<file path="src/rtl/core/svslw_pkg.sv">
`default_nettype none
// ----------------------------------------------------------------------------
// svslw_pkg: shared types and constants of the servo pulse slew limiter
// Register map, register reset values, serial divider sizes and the
// constants of the slew step rounding.
// ----------------------------------------------------------------------------
package svslw_pkg;

   // register file
   localparam int ADDR_W = 5;
   localparam int DATA_W = 32;

   localparam logic [2:0] REG_ANGLE_MIN  = 3'd0;
   localparam logic [2:0] REG_ANGLE_MAX  = 3'd1;
   localparam logic [2:0] REG_PULSE_MIN  = 3'd2;
   localparam logic [2:0] REG_PULSE_NEU  = 3'd3;
   localparam logic [2:0] REG_PULSE_MAX  = 3'd4;
   localparam logic [2:0] REG_PULSE_SAFE = 3'd5;
   localparam logic [2:0] REG_SLEW_RATE  = 3'd6;

   localparam logic signed [15:0] ANGLE_MIN_RST  = -16'sd5000;
   localparam logic [14:0]        ANGLE_MAX_RST  = 15'd5000;
   localparam logic [11:0]        PULSE_MIN_RST  = 12'd1350;
   localparam logic [11:0]        PULSE_NEU_RST  = 12'd1500;
   localparam logic [11:0]        PULSE_MAX_RST  = 12'd1650;
   localparam logic [11:0]        PULSE_SAFE_RST = 12'd1500;
   localparam logic [15:0]        SLEW_RATE_RST  = 16'd1200;

   localparam logic [11:0]        PULSE_RESET    = 12'd1500;

   typedef struct packed {
      logic signed [15:0] angle_min;
      logic [14:0]        angle_max;
      logic [11:0]        pulse_min;
      logic [11:0]        pulse_neu;
      logic [11:0]        pulse_max;
      logic [11:0]        pulse_safe;
      logic [15:0]        slew_rate;
   } cfg_type;

   // serial divider: a quotient of 2**DIV_QUO_W or more only flags saturation
   localparam int DIV_NUM_W = 50;
   localparam int DIV_DEN_W = 21;
   localparam int DIV_QUO_W = 13;
   localparam int DIV_REM_W = DIV_DEN_W + DIV_QUO_W;
   localparam int DIV_CNT_W = 4;

   typedef struct packed {
      logic                 done;
      logic                 sat;
      logic [DIV_QUO_W-1:0] quo;
      logic [DIV_DEN_W-1:0] rem;
   } div_res_type;

   // step = (2*rate*elapsed + SLEW_BIAS) / SLEW_DEN; an upward step rounds up
   // one more when the remainder is SLEW_LAST
   localparam logic [DIV_NUM_W-1:0] SLEW_BIAS = 50'd999999;
   localparam logic [DIV_DEN_W-1:0] SLEW_DEN  = 21'd2000000;
   localparam logic [DIV_DEN_W-1:0] SLEW_LAST = 21'd1999999;

endpackage
`default_nettype wire

</file>
<file path="src/rtl/core/svslw_csr.sv">
`default_nettype none
// ----------------------------------------------------------------------------
// svslw_csr: configuration register file
// APB-style write and read of the mapping limits, pulses and slew rate.
// ----------------------------------------------------------------------------
module svslw_csr (
   input  wire logic                         clock,
   input  wire logic                         reset,
   input  wire logic                         psel,
   input  wire logic                         penable,
   input  wire logic                         pwrite,
   input  wire logic [svslw_pkg::ADDR_W-1:0] paddr,
   input  wire logic [svslw_pkg::DATA_W-1:0] pwdata,
   output      logic [svslw_pkg::DATA_W-1:0] prdata,
   output      logic                         pready,
   output      svslw_pkg::cfg_type           cfg
);
   import svslw_pkg::*;

   cfg_type    cfg_ff;
   cfg_type    cfg_in;
   logic [2:0] idx;
   logic       wr_en;

   assign idx    = paddr[ADDR_W-1:2];
   assign wr_en  = psel & penable & pwrite;
   assign pready = 1'b1;
   assign cfg    = cfg_ff;

   always_comb begin
      cfg_in = cfg_ff;
      if (wr_en) begin
         case (idx)
            REG_ANGLE_MIN:  cfg_in.angle_min  = pwdata[15:0];
            REG_ANGLE_MAX:  cfg_in.angle_max  = pwdata[14:0];
            REG_PULSE_MIN:  cfg_in.pulse_min  = pwdata[11:0];
            REG_PULSE_NEU:  cfg_in.pulse_neu  = pwdata[11:0];
            REG_PULSE_MAX:  cfg_in.pulse_max  = pwdata[11:0];
            REG_PULSE_SAFE: cfg_in.pulse_safe = pwdata[11:0];
            REG_SLEW_RATE:  cfg_in.slew_rate  = pwdata[15:0];
            default: ;
         endcase
      end
   end

   always_comb begin
      case (idx)
         REG_ANGLE_MIN:  prdata = 32'(cfg_ff.angle_min);
         REG_ANGLE_MAX:  prdata = 32'(cfg_ff.angle_max);
         REG_PULSE_MIN:  prdata = 32'(cfg_ff.pulse_min);
         REG_PULSE_NEU:  prdata = 32'(cfg_ff.pulse_neu);
         REG_PULSE_MAX:  prdata = 32'(cfg_ff.pulse_max);
         REG_PULSE_SAFE: prdata = 32'(cfg_ff.pulse_safe);
         REG_SLEW_RATE:  prdata = 32'(cfg_ff.slew_rate);
         default:        prdata = '0;
      endcase
   end

   always_ff @(posedge clock) begin
      if (reset) begin
         cfg_ff.angle_min  <= ANGLE_MIN_RST;
         cfg_ff.angle_max  <= ANGLE_MAX_RST;
         cfg_ff.pulse_min  <= PULSE_MIN_RST;
         cfg_ff.pulse_neu  <= PULSE_NEU_RST;
         cfg_ff.pulse_max  <= PULSE_MAX_RST;
         cfg_ff.pulse_safe <= PULSE_SAFE_RST;
         cfg_ff.slew_rate  <= SLEW_RATE_RST;
      end else begin
         cfg_ff <= cfg_in;
      end
   end

endmodule
`default_nettype wire

</file>
<file path="src/rtl/core/svslw_div.sv">
`default_nettype none
// ----------------------------------------------------------------------------
// svslw_div: bit-serial restoring divider
// One quotient bit per cycle, most significant first. A numerator at or
// above the divisor shifted by the quotient width only flags saturation.
// ----------------------------------------------------------------------------
module svslw_div (
   input  wire logic                            clock,
   input  wire logic                            reset,
   input  wire logic                            start,
   input  wire logic [svslw_pkg::DIV_NUM_W-1:0] num,
   input  wire logic [svslw_pkg::DIV_DEN_W-1:0] den,
   output      svslw_pkg::div_res_type          res
);
   import svslw_pkg::*;

   logic                 run_ff, run_in;
   logic                 done_ff, done_in;
   logic                 sat_ff, sat_in;
   logic [DIV_CNT_W-1:0] cnt_ff, cnt_in;
   logic [DIV_REM_W-1:0] rem_ff, rem_in;
   logic [DIV_REM_W-1:0] dsh_ff, dsh_in;
   logic [DIV_QUO_W-1:0] quo_ff, quo_in;
   logic                 sat_c;
   logic                 ge;
   logic [DIV_REM_W-1:0] diff;

   assign sat_c = num >= {{(DIV_NUM_W-DIV_REM_W){1'b0}}, den, {DIV_QUO_W{1'b0}}};
   assign ge    = rem_ff >= dsh_ff;
   assign diff  = rem_ff - dsh_ff;

   always_comb begin
      run_in  = run_ff;
      done_in = 1'b0;
      sat_in  = sat_ff;
      cnt_in  = cnt_ff;
      rem_in  = rem_ff;
      dsh_in  = dsh_ff;
      quo_in  = quo_ff;
      if (start) begin
         run_in  = ~sat_c;
         done_in = sat_c;
         sat_in  = sat_c;
         cnt_in  = DIV_CNT_W'(DIV_QUO_W - 1);
         rem_in  = num[DIV_REM_W-1:0];
         dsh_in  = {1'b0, den, {(DIV_QUO_W-1){1'b0}}};
         quo_in  = '0;
      end else if (run_ff) begin
         // shift in one quotient bit, subtract where it fits
         rem_in = ge ? diff : rem_ff;
         quo_in = {quo_ff[DIV_QUO_W-2:0], ge};
         dsh_in = dsh_ff >> 1;
         cnt_in = cnt_ff - 1'b1;
         if (cnt_ff == '0) begin
            run_in  = 1'b0;
            done_in = 1'b1;
         end
      end
   end

   always_ff @(posedge clock) begin
      if (reset) begin
         run_ff  <= 1'b0;
         done_ff <= 1'b0;
      end else begin
         run_ff  <= run_in;
         done_ff <= done_in;
      end
   end

   always_ff @(posedge clock) begin
      sat_ff <= sat_in;
      cnt_ff <= cnt_in;
      rem_ff <= rem_in;
      dsh_ff <= dsh_in;
      quo_ff <= quo_in;
   end

   assign res.done = done_ff;
   assign res.sat  = sat_ff;
   assign res.quo  = quo_ff;
   assign res.rem  = rem_ff[DIV_DEN_W-1:0];

endmodule
`default_nettype wire

</file>
<file path="src/rtl/core/servo_angle_to_pulse_slew_limiter.sv">
`default_nettype none
// One item at a time: the next item is accepted in the cycle after the
// result register loads. One bit-serial divider is shared by the mapping
// division and the slew division of a command. Synchronous active-high
// reset restores the defaults.
// ----------------------------------------------------------------------------
// servo_angle_to_pulse_slew_limiter: servo angle to pulse width mapper
// Clips the angle, maps it piecewise-linearly to a pulse, clips to the hard
// limits and limits the pulse change per elapsed time, or outputs the safe pulse.
// ----------------------------------------------------------------------------
module servo_angle_to_pulse_slew_limiter #(
   parameter int HARD_MIN_US = 1100,
   parameter int HARD_MAX_US = 1900
) (
   input  wire logic                         clock,
   input  wire logic                         reset,
   input  wire logic                         req_valid,
   output      logic                         req_ready,
   input  wire logic                         req_op,
   input  wire logic signed [15:0]           req_angle_mdeg,
   input  wire logic [31:0]                  req_now_us,
   output      logic                         rsp_valid,
   input  wire logic                         rsp_ready,
   output      logic [11:0]                  rsp_pulse_width_us,
   output      logic signed [15:0]           rsp_held_angle_mdeg,
   input  wire logic                         psel,
   input  wire logic                         penable,
   input  wire logic                         pwrite,
   input  wire logic [svslw_pkg::ADDR_W-1:0] paddr,
   input  wire logic [svslw_pkg::DATA_W-1:0] pwdata,
   output      logic [svslw_pkg::DATA_W-1:0] prdata,
   output      logic                         pready
);
   import svslw_pkg::*;

   localparam logic [11:0] HARD_MIN = 12'(HARD_MIN_US);
   localparam logic [11:0] HARD_MAX = 12'(HARD_MAX_US);

   localparam logic [2:0] S_IDLE = 3'd0;
   localparam logic [2:0] S_MUL  = 3'd1;
   localparam logic [2:0] S_NUM  = 3'd2;
   localparam logic [2:0] S_MDIV = 3'd3;
   localparam logic [2:0] S_SNUM = 3'd4;
   localparam logic [2:0] S_SDIV = 3'd5;
   localparam logic [2:0] S_DONE = 3'd6;

   function automatic logic [11:0] clip_hard(input logic [14:0] v);
      logic [11:0] r;
      if (v < 15'(HARD_MIN)) begin
         r = HARD_MIN;
      end else if (v > 15'(HARD_MAX)) begin
         r = HARD_MAX;
      end else begin
         r = v[11:0];
      end
      return r;
   endfunction

   cfg_type     cfg;
   div_res_type div_res;
   logic                 div_start;
   logic [DIV_NUM_W-1:0] div_num;
   logic [DIV_DEN_W-1:0] div_den;

   logic [2:0]         state_ff, state_in;
   logic               op_ff, op_in;
   logic signed [15:0] ang_ff, ang_in;
   logic [31:0]        now_ff, now_in;
   logic [31:0]        elap_ff, elap_in;
   logic               direct_ff, direct_in;
   logic               zero_ff, zero_in;
   logic [27:0]        p_neu_ff, p_neu_in;
   logic signed [29:0] p_ang_ff, p_ang_in;
   logic [15:0]        lim_ff, lim_in;
   logic [47:0]        re_ff, re_in;
   logic [11:0]        tgt_ff, tgt_in;
   logic [11:0]        nx_ff, nx_in;
   logic [11:0]        pulse_ff, pulse_in;
   logic signed [15:0] held_ff, held_in;
   logic [31:0]        last_ff, last_in;
   logic               known_ff, known_in;
   logic               rsp_valid_ff, rsp_valid_in;

   logic               accept;
   logic signed [15:0] amax_s;
   logic signed [15:0] ang_clip;
   logic [31:0]        elap_c;
   logic               neg;
   logic [16:0]        ang_x;
   logic [15:0]        mag_c;
   logic [15:0]        lim_c;
   logic [11:0]        end_c;
   logic signed [12:0] diff_c;
   logic [33:0]        nsum_c;
   logic [33:0]        m_c;
   logic [DIV_NUM_W-1:0] slew_num;
   logic [13:0]        step_up;
   logic [13:0]        step_dn;
   logic [14:0]        up_c;
   logic signed [15:0] down_c;
   logic [14:0]        nxt_c;

   svslw_csr u_csr (
      .clock   (clock),
      .reset   (reset),
      .psel    (psel),
      .penable (penable),
      .pwrite  (pwrite),
      .paddr   (paddr),
      .pwdata  (pwdata),
      .prdata  (prdata),
      .pready  (pready),
      .cfg     (cfg)
   );

   svslw_div u_div (
      .clock (clock),
      .reset (reset),
      .start (div_start),
      .num   (div_num),
      .den   (div_den),
      .res   (div_res)
   );

   assign req_ready           = (state_ff == S_IDLE);
   assign accept              = req_valid & req_ready;
   assign rsp_valid           = rsp_valid_ff;
   assign rsp_pulse_width_us  = pulse_ff;
   assign rsp_held_angle_mdeg = held_ff;

   // input clip: raise to the minimum first, else lower to the maximum
   assign amax_s = $signed({1'b0, cfg.angle_max});
   always_comb begin
      if (req_angle_mdeg < cfg.angle_min) begin
         ang_clip = cfg.angle_min;
      end else if (req_angle_mdeg > amax_s) begin
         ang_clip = amax_s;
      end else begin
         ang_clip = req_angle_mdeg;
      end
   end
   assign elap_c = req_now_us - last_ff;

   // mapping operands for the side of zero the angle lies on
   assign neg    = ang_ff[15];
   assign ang_x  = {ang_ff[15], ang_ff};
   assign mag_c  = neg ? 16'(17'd0 - ang_x) : ang_ff;
   assign lim_c  = neg ? 16'(17'd0 - {cfg.angle_min[15], cfg.angle_min})
                       : {1'b0, cfg.angle_max};
   assign end_c  = neg ? cfg.pulse_min : cfg.pulse_max;
   assign diff_c = $signed({1'b0, end_c}) - $signed({1'b0, cfg.pulse_neu});

   // numerator 2*(neutral*lim + mag*diff) + lim, rounded division by 2*lim
   assign nsum_c = {6'b0, p_neu_ff} + {{4{p_ang_ff[29]}}, p_ang_ff};
   assign m_c    = {nsum_c[32:0], 1'b0} + {18'b0, lim_ff};

   assign slew_num = {1'b0, re_ff, 1'b0} + SLEW_BIAS;
   assign div_num  = (state_ff == S_NUM) ? {16'b0, m_c} : slew_num;
   assign div_den  = (state_ff == S_NUM) ? {4'b0, lim_ff, 1'b0} : SLEW_DEN;
   assign div_start = ((state_ff == S_NUM) && !zero_ff && !m_c[33]) ||
                      ((state_ff == S_SNUM) && !direct_ff);

   // slew steps: upward rounds half up, downward rounds half down
   assign step_up = div_res.sat ? '1
                    : 14'(div_res.quo) + 14'(div_res.rem == SLEW_LAST);
   assign step_dn = div_res.sat ? '1 : 14'(div_res.quo);
   assign up_c    = 15'(pulse_ff) + 15'(step_up);
   assign down_c  = $signed({4'b0, pulse_ff}) - $signed({2'b0, step_dn});

   always_comb begin
      if (tgt_ff > pulse_ff) begin
         nxt_c = (15'(tgt_ff) < up_c) ? 15'(tgt_ff) : up_c;
      end else if (tgt_ff < pulse_ff) begin
         nxt_c = ($signed({4'b0, tgt_ff}) > down_c) ? 15'(tgt_ff) : down_c[14:0];
      end else begin
         nxt_c = 15'(tgt_ff);
      end
   end

   always_comb begin
      state_in     = state_ff;
      op_in        = op_ff;
      ang_in       = ang_ff;
      now_in       = now_ff;
      elap_in      = elap_ff;
      direct_in    = direct_ff;
      zero_in      = zero_ff;
      p_neu_in     = p_neu_ff;
      p_ang_in     = p_ang_ff;
      lim_in       = lim_ff;
      re_in        = re_ff;
      tgt_in       = tgt_ff;
      nx_in        = nx_ff;
      pulse_in     = pulse_ff;
      held_in      = held_ff;
      last_in      = last_ff;
      known_in     = known_ff;
      rsp_valid_in = rsp_valid_ff & ~rsp_ready;
      case (state_ff)
         S_IDLE: begin
            if (accept) begin
               op_in     = req_op;
               ang_in    = ang_clip;
               now_in    = req_now_us;
               elap_in   = elap_c;
               direct_in = !known_ff || (cfg.slew_rate == '0) || (elap_c == '0);
               nx_in     = cfg.pulse_safe;
               state_in  = req_op ? S_DONE : S_MUL;
            end
         end
         S_MUL: begin
            zero_in  = (ang_ff == '0);
            lim_in   = lim_c;
            p_neu_in = 28'(cfg.pulse_neu) * 28'(lim_c);
            p_ang_in = 30'($signed({1'b0, mag_c})) * 30'(diff_c);
            re_in    = 48'(cfg.slew_rate) * 48'(elap_ff);
            state_in = S_NUM;
         end
         S_NUM: begin
            if (zero_ff) begin
               tgt_in   = clip_hard(15'(cfg.pulse_neu));
               state_in = S_SNUM;
            end else if (m_c[33]) begin
               tgt_in   = HARD_MIN;
               state_in = S_SNUM;
            end else begin
               state_in = S_MDIV;
            end
         end
         S_MDIV: begin
            if (div_res.done) begin
               tgt_in   = div_res.sat ? HARD_MAX : clip_hard(15'(div_res.quo));
               state_in = S_SNUM;
            end
         end
         S_SNUM: begin
            if (direct_ff) begin
               nx_in    = tgt_ff;
               state_in = S_DONE;
            end else begin
               state_in = S_SDIV;
            end
         end
         S_SDIV: begin
            if (div_res.done) begin
               nx_in    = clip_hard(nxt_c);
               state_in = S_DONE;
            end
         end
         S_DONE: begin
            // load the result register once the previous item has left
            if (!rsp_valid_ff || rsp_ready) begin
               pulse_in     = nx_ff;
               held_in      = op_ff ? '0 : ang_ff;
               last_in      = now_ff;
               known_in     = 1'b1;
               rsp_valid_in = 1'b1;
               state_in     = S_IDLE;
            end
         end
         default: begin
            state_in = S_IDLE;
         end
      endcase
   end

   always_ff @(posedge clock) begin
      if (reset) begin
         state_ff     <= S_IDLE;
         rsp_valid_ff <= 1'b0;
         pulse_ff     <= PULSE_RESET;
         held_ff      <= '0;
         last_ff      <= '0;
         known_ff     <= 1'b0;
      end else begin
         state_ff     <= state_in;
         rsp_valid_ff <= rsp_valid_in;
         pulse_ff     <= pulse_in;
         held_ff      <= held_in;
         last_ff      <= last_in;
         known_ff     <= known_in;
      end
   end

   always_ff @(posedge clock) begin
      op_ff     <= op_in;
      ang_ff    <= ang_in;
      now_ff    <= now_in;
      elap_ff   <= elap_in;
      direct_ff <= direct_in;
      zero_ff   <= zero_in;
      p_neu_ff  <= p_neu_in;
      p_ang_ff  <= p_ang_in;
      lim_ff    <= lim_in;
      re_ff     <= re_in;
      tgt_ff    <= tgt_in;
      nx_ff     <= nx_in;
   end

   a_div_done_state: assert property (@(posedge clock) disable iff (reset)
      div_res.done |-> (state_ff == S_MDIV || state_ff == S_SDIV))
      else $error("divider finished outside a division wait state");

   a_accept_busy: assert property (@(posedge clock) disable iff (reset)
      (req_valid && req_ready) |=> (state_ff != S_IDLE))
      else $error("accepted item did not leave idle");

   a_pulse_hard: assert property (@(posedge clock) disable iff (reset)
      (state_ff == S_DONE && !op_ff && HARD_MIN <= HARD_MAX)
         |-> (nx_ff >= HARD_MIN && nx_ff <= HARD_MAX))
      else $error("angle command pulse outside hard limits");

   a_known_after_rsp: assert property (@(posedge clock) disable iff (reset)
      rsp_valid_ff |-> known_ff)
      else $error("result delivered without a time stamp recorded");

endmodule
`default_nettype wire

</file>
<file path="config.mk">
export PLATFORM = sky130hd
export DESIGN_NAME = servo_angle_to_pulse_slew_limiter
export DESIGN_NICKNAME = d
export VERILOG_FILES = /design/src/rtl/core/svslw_pkg.sv /design/src/rtl/core/svslw_csr.sv /design/src/rtl/core/svslw_div.sv /design/src/rtl/core/servo_angle_to_pulse_slew_limiter.sv
export SDC_FILE = /design/constraint.sdc
export NUM_CORES = 2
export LEC_CHECK = 0
export BUFFER_PORTS_ARGS = -buffer_cell sky130_fd_sc_hd__buf_2
export CORE_AREA = 2 2 448 450
export DETAILED_ROUTE_END_ITERATION = 10
export DIE_AREA = 0 0 450 452
export PLACE_DENSITY = 0.51
export SYNTH_ARGS = -nofsm -noshare
export SYNTH_HDL_FRONTEND = slang
export SYNTH_HIERARCHICAL = 1
export SYNTH_SLANG_ARGS = --single-unit
</file>
<file path="constraint.sdc">
create_clock -name clock -period 15.35 [get_ports clock]
set_input_delay 1.535 -clock clock [delete_from_list [all_inputs] [get_ports clock]]
set_output_delay 1.535 -clock clock [all_outputs]
set_load 0.005 [all_outputs]
</file>
# ---- Word level (Yosys, flattened, before mapping)
# Cells that the tools add are included.
dict set report word_totals {
  ff_bits 476
  latchBits 0
  ramBits 0
  romBits 0
  input_bits 93
  output_inout_bits 63
  n_memories 0
}
dict set report classes {
  n_addsub 12
  multipliers 3
  n_div 0
  n_lt_le_gt_ge 14
  n_eq_ne 19
  n_shift 0
  mux 52
  bitwise 6
  n_reduce_logical 35
}
# op n
set ops {}
lappend ops {{$pmux W32 S7} 1}
lappend ops {{$mux W12} 14}
lappend ops {{$mux W34} 3}
lappend ops {{$mux W16} 5}
lappend ops {{$mux W33} 2}
lappend ops {{$mux W15} 4}
lappend ops {{$add A49 B20 Y50 const B} 1}
lappend ops {{$ge A50 B34 Y1} 1}
lappend ops {{$mux W50} 1}
lappend ops {{$mul A16 B32 Y48} 1}
lappend ops {{$pmux W12 S3} 1}
lappend ops {{$ge A34 B33 Y1} 1}
lappend ops {{$sub A34 B33 Y34} 1}
lappend ops {{$add A32 B17 Y33} 1}
lappend ops {{$logic_not A16 Y1} 2}
lappend ops {{$logic_not A32 Y1} 1}
lappend ops {{$sub A1 B16 Y16 const A} 2}
lappend ops {{$sub A32 B32 Y32} 1}
lappend ops {{$add A29 B30 Y31} 1}
lappend ops {{$mul A17 B13 Y30} 1}
lappend ops {{$mul A12 B16 Y28} 1}
lappend ops {{$mux W14} 2}
lappend ops {{$pmux W12 S2} 1}
lappend ops {{$eq A21 B21 Y1 const B} 1}
lappend ops {{40 further kinds} 91}

# ---- Logic depth before layout (Yosys ltp)
dict set report depth {
  depth_word 12
  depth_mapped 41
  mapped_depth_nobuf 38
}

# ---- Modules after synthesis
# Netlist, hierarchy kept.
# module instances cells_each area_each_um2 seq_area_each_um2
set by_module_without_submodules {}
lappend by_module_without_submodules {servo_angle_to_pulse_slew_limiter 1 5354 48198.7 8177.8}
lappend by_module_without_submodules {svslw_div 1 749 6535.0 2302.2}
lappend by_module_without_submodules {svslw_csr 1 520 4563.1 1901.8}

# ---- Worst setup path after synthesis
# No wires, ideal clock.
dict set report synth_timing {
  path_type {register to register}
  startpoint {reg state_ff[0]}
  endpoint {reg lim_ff[0] (enable)}
  t_arrival_ns 9.847
  slack_ns 4.722
  path_stages_with_launch 4
  path_cell_list {dfxtp_1 > buf_1 > clkbuf_1 > nor3b_1}
}
dict set report synth_via {
  elab_chain_cells 1
}
# element line_no
set synth_lines {}
lappend synth_lines {{start: declaration} servo_angle_to_pulse_slew_limiter.sv:65} ;# logic [2:0] state_ff, state_in;
lappend synth_lines {{start signal: assignment} servo_angle_to_pulse_slew_limiter.sv:276} ;# state_ff <= state_in;
lappend synth_lines {{$eq A3 B1 Y1} servo_angle_to_pulse_slew_limiter.sv:199} ;# case (state_ff)
lappend synth_lines {{end signal: assignment} servo_angle_to_pulse_slew_limiter.sv:294} ;# lim_ff <= lim_in;
lappend synth_lines {{end: declaration} servo_angle_to_pulse_slew_limiter.sv:74} ;# logic [15:0] lim_ff, lim_in;
# Every way passes these cells.
# A chain may end at the register's enable or synchronous reset.

# ---- Worst setup path in the final report
dict set report layout_timing {
  startpoint {reg ang_ff[15]}
  endpoint {reg p_ang_ff[29], data pin}
}
dict set report layout_via {
  elab_chain_cells 3
  word_cells_on_any_way 5
}
# element line_no
set layout_lines {}
lappend layout_lines {{start: declaration} servo_angle_to_pulse_slew_limiter.sv:67} ;# logic signed [15:0] ang_ff, ang_in;
lappend layout_lines {{start signal: assignment} servo_angle_to_pulse_slew_limiter.sv:287} ;# ang_ff <= ang_in;
lappend layout_lines {{$sub A1 B16 Y16 / $mux W12 (equally long branches)} {servo_angle_to_pulse_slew_limiter.sv:147, servo_angle_to_pulse_slew_limiter.sv:150}}
lappend layout_lines {{$mux W16 / $sub A12 B12 Y13 (equally long branches)} {servo_angle_to_pulse_slew_limiter.sv:147, servo_angle_to_pulse_slew_limiter.sv:151}}
lappend layout_lines {{$mul A17 B13 Y30 *} servo_angle_to_pulse_slew_limiter.sv:215} ;# p_ang_in = 30'($signed({1'b0, mag_c})) * 30'(diff_c);
lappend layout_lines {{end signal: assignment} servo_angle_to_pulse_slew_limiter.sv:293} ;# p_ang_ff <= p_ang_in;
lappend layout_lines {{end: declaration} servo_angle_to_pulse_slew_limiter.sv:73} ;# logic signed [29:0] p_ang_ff, p_ang_in;
# Every way passes the cells marked *; elsewhere a longest branch is shown, timed or not.

==> flow_summary.ini <==
[worst_setup_path]
data_arrival_time_of_the_critical_path_ps = 10970
path_buf_inv = 6
worstSetupPathType = register to register
worst_reg2reg_endpoint = p_ang_ff[29]
setup.worst_path.end_class = register
crit-reg2reg-launch = ang_ff[15]
r2r_cells = 39
reg2reg_slack_ps = 4780
critical_path.max_stage_delay_ps = 660
cp_top_family = compound AO/OA/AOI/OAI gates
start_kind = register
worst_path_fanout_max = 68
critical_path_required_ps = 15760
crit_slowest_cell = sky130_fd_sc_hd__buf_4

[synth]
post_synth.cell_area_avg_um2 = 8.95
synth_seq_cells = 476
synthArstFlopShare_pct = 0
number_of_distinct_standard_cells_referenced_by_the_synthesized_netlist = 115
yosys.area.top_type = sky130_fd_sc_hd__fa_1
post_synth_edffs = 285
ys.flop_type = sky130_fd_sc_hd__edfxtp_1
yosysWarningCount = 6
yosysTopAreaCellShare_pct = 24.3
postSynthCellCount = 6623
synth_area_um2 = 59300
ys_top_cells_by_area = sky130_fd_sc_hd__fa_1, sky130_fd_sc_hd__edfxtp_1, sky130_fd_sc_hd__ha_1
synth_seq_area_share_pct = 20.9

[drt]
drt_first_pass_iters = 5
route.detailed.vias_per_inst = 4.99
num_vias = 46500
routed_wirelength_um = 180000
drc = 0
drtIter0Drc = 3190
post_detailed_route_wirelength_per_cell_um = 19.3
detail-route-antenna-nets = 0

[placement]
gpl.final_weighted_congestion = 0.900
place.detailed.hpwl_um = 139000
detailed_place.area_um2 = 62700
port_buffer_cells = 136

[global_route]
number_of_global_route_vias_before_repair = 47800
grt_most_used_layer = met2
grt_antenna_before_repair = 7
grt.met2_usage_pct = 29.2
globalRouteMet1Util_pct = 24.2
grt_use_met3_pct = 1.93
grt-ovfl-total = 0
grt_first_pass_wirelength_um = 282000
grt_use_total_pct = 17.6
grt_max_degree = 88

[timing]
fin_crit_sh_pct = 68.8
fin_hold_ws_ps = 452
worst_clock_skew_ps = 54.3
setup_total_negative_slack_ps = 0
worst_slew_pin_slew_ps = 1190
fmaxAchievable_mhz = 94.6
maxSlewHeadroom_pct = 20.0
grt_setup_unrepaired = no
setup_viol = 0
layout_min_cycle_time_ps = 10570
hold_viol_final = 0
finalMaxSlewViolations = 0

[hold_path]
hold-path-cell-count = 2
hold_path.class = register to register
holdCritStartpoint = last_ff[22]
hold_path_end = last_ff[22]

[cts]
postCtsHoldBufs = 0
clk_pin_slew_worst_setup_hold_paths_ps = 60
worst_skew_pair.late_latency_ps = 710
clockBufferDepth = 3
post-cts-setup-buffer-count = 0
cts-htree-levels = 2
clock-sinks = 476
cts.repair.resized = 0
clock-root-buffer = sky130_fd_sc_hd__clkbuf_16
cts_tree = built
clock_buffers_created_by_tritoncts = 59

[floorplanning]
pin_count = 156
die_h_um = 452
rows = 164
initial_cell_density_of_the_core_pct = 29.9
die_w_um = 450
dieArea_um2 = 203000
core_area_um2 = 199000

[finish]
post_route_cells_drive_above_1_share_pct = 6.60
final_cell_mix = sky130_fd_sc_hd__inv_1, sky130_fd_sc_hd__nand2_1, sky130_fd_sc_hd__fa_1
final_common_cell = sky130_fd_sc_hd__inv_1
fin_area_um2 = 64700
fin_nets = 7932
area_growth_pct = 9.03

[status]
result_of_the_run = finished clean

[flow_run]
total_of_max_cap_violations = 0
## flip-flops by register name (all words and copies together) (netlist names), 16 cells and up
signal               cells
u_csr/cfg               95
re_ff                   48
u_div/rem_ff            34
u_div/dsh_ff            33
elap_ff                 32
last_ff                 32
now_ff                  32
p_ang_ff                30
p_neu_ff                28
ang_ff                  16
lim_ff                  16
rsp_held_angle_mdeg     16
## worst min-delay path, stage by stage (launching register included)
cell and delay [ps]:
sky130_fd_sc_hd__dfxtp_1 310, sky130_fd_sc_hd__nand2_1 50, sky130_fd_sc_hd__a21oi_1 50
## per-stage QoR
stage | util (%) | std cells | worst slack [ps]
final | 32.5 | 9306 | 4780
after global routing | 32.5 | 9304 | 3980
after CTS | 32.5 | 9303 | 4760
after detailed placement | 31.6 | 9191 | 4850
after global placement | 31.6 | 9191 | 4890
after floorplan | - | 6625 | 4720
## synth_stat cells, drive strengths merged, types with 43 or more instances
| master | count |
|---|---|
| a21o | 104 |
| mux2i | 108 |
| ha | 524 |
| xor2 | 90 |
| edfxtp | 285 |
| nand2 | 917 |
| nor2 | 369 |
| buf | 85 |
| fa | 719 |
| nand4 | 49 |
| nor3 | 91 |
| a21oi | 344 |
| o21bai | 43 |
| nor2b | 51 |
| and2 | 273 |
| nand2b | 50 |
| clkbuf | 235 |
| o21ai | 243 |
| nand3 | 124 |
| xnor2 | 211 |
| inv | 960 |
| dfxtp | 191 |
## worst max path at each step
| stage | end | slack [ps] | depth (start not counted) | start |
|---|---|---|---|---|
| 2_1_floorplan | lim_ff[0] | 4720 | 3 | state_ff[0] |
| 3_5_place_dp | p_ang_ff[29] | 4850 | 39 | ang_ff[15] |
| 3_3_place_gp | p_ang_ff[29] | 4890 | 39 | ang_ff[15] |
| 6_report | p_ang_ff[29] | 4780 | 39 | ang_ff[15] |
| 5_1_grt | p_ang_ff[29] | 3980 | 39 | ang_ff[15] |
| 4_1_cts | p_ang_ff[29] | 4760 | 39 | ang_ff[15] |
## logic make-up after synthesis
| group | share of synthesized area [%] |
|---|---|
| simple gates | 16.6 |
| flops | 20.9 |
| mux | 2.37 |
| fa+ha+maj | 35.3 |
| buf+inv | 8.59 |
| other cells | 0.0190 |
| xor+xnor | 4.45 |
| compound gates | 11.7 |
## area by class of cell
cell class	instances	area, µm²
multi-input cells	4865	42000
fillers	21000	134000
inverters	964	3620
repair buffers	230	1390
well taps	2656	3320
clock inverters	32	362
diodes	3	7.51
clock buffers	80	1610
flip-flops and latches	476	12400
## routing by layer
layer	up-vias	wire, µm
met3	250	8780
li1	21700	-
met4	6	5120
met2	1206	83800
met5	-	39
met1	23300	82100
Power is not shown: default switching activity piles up to over one toggle a cycle in this logic, so the estimate is an artifact.
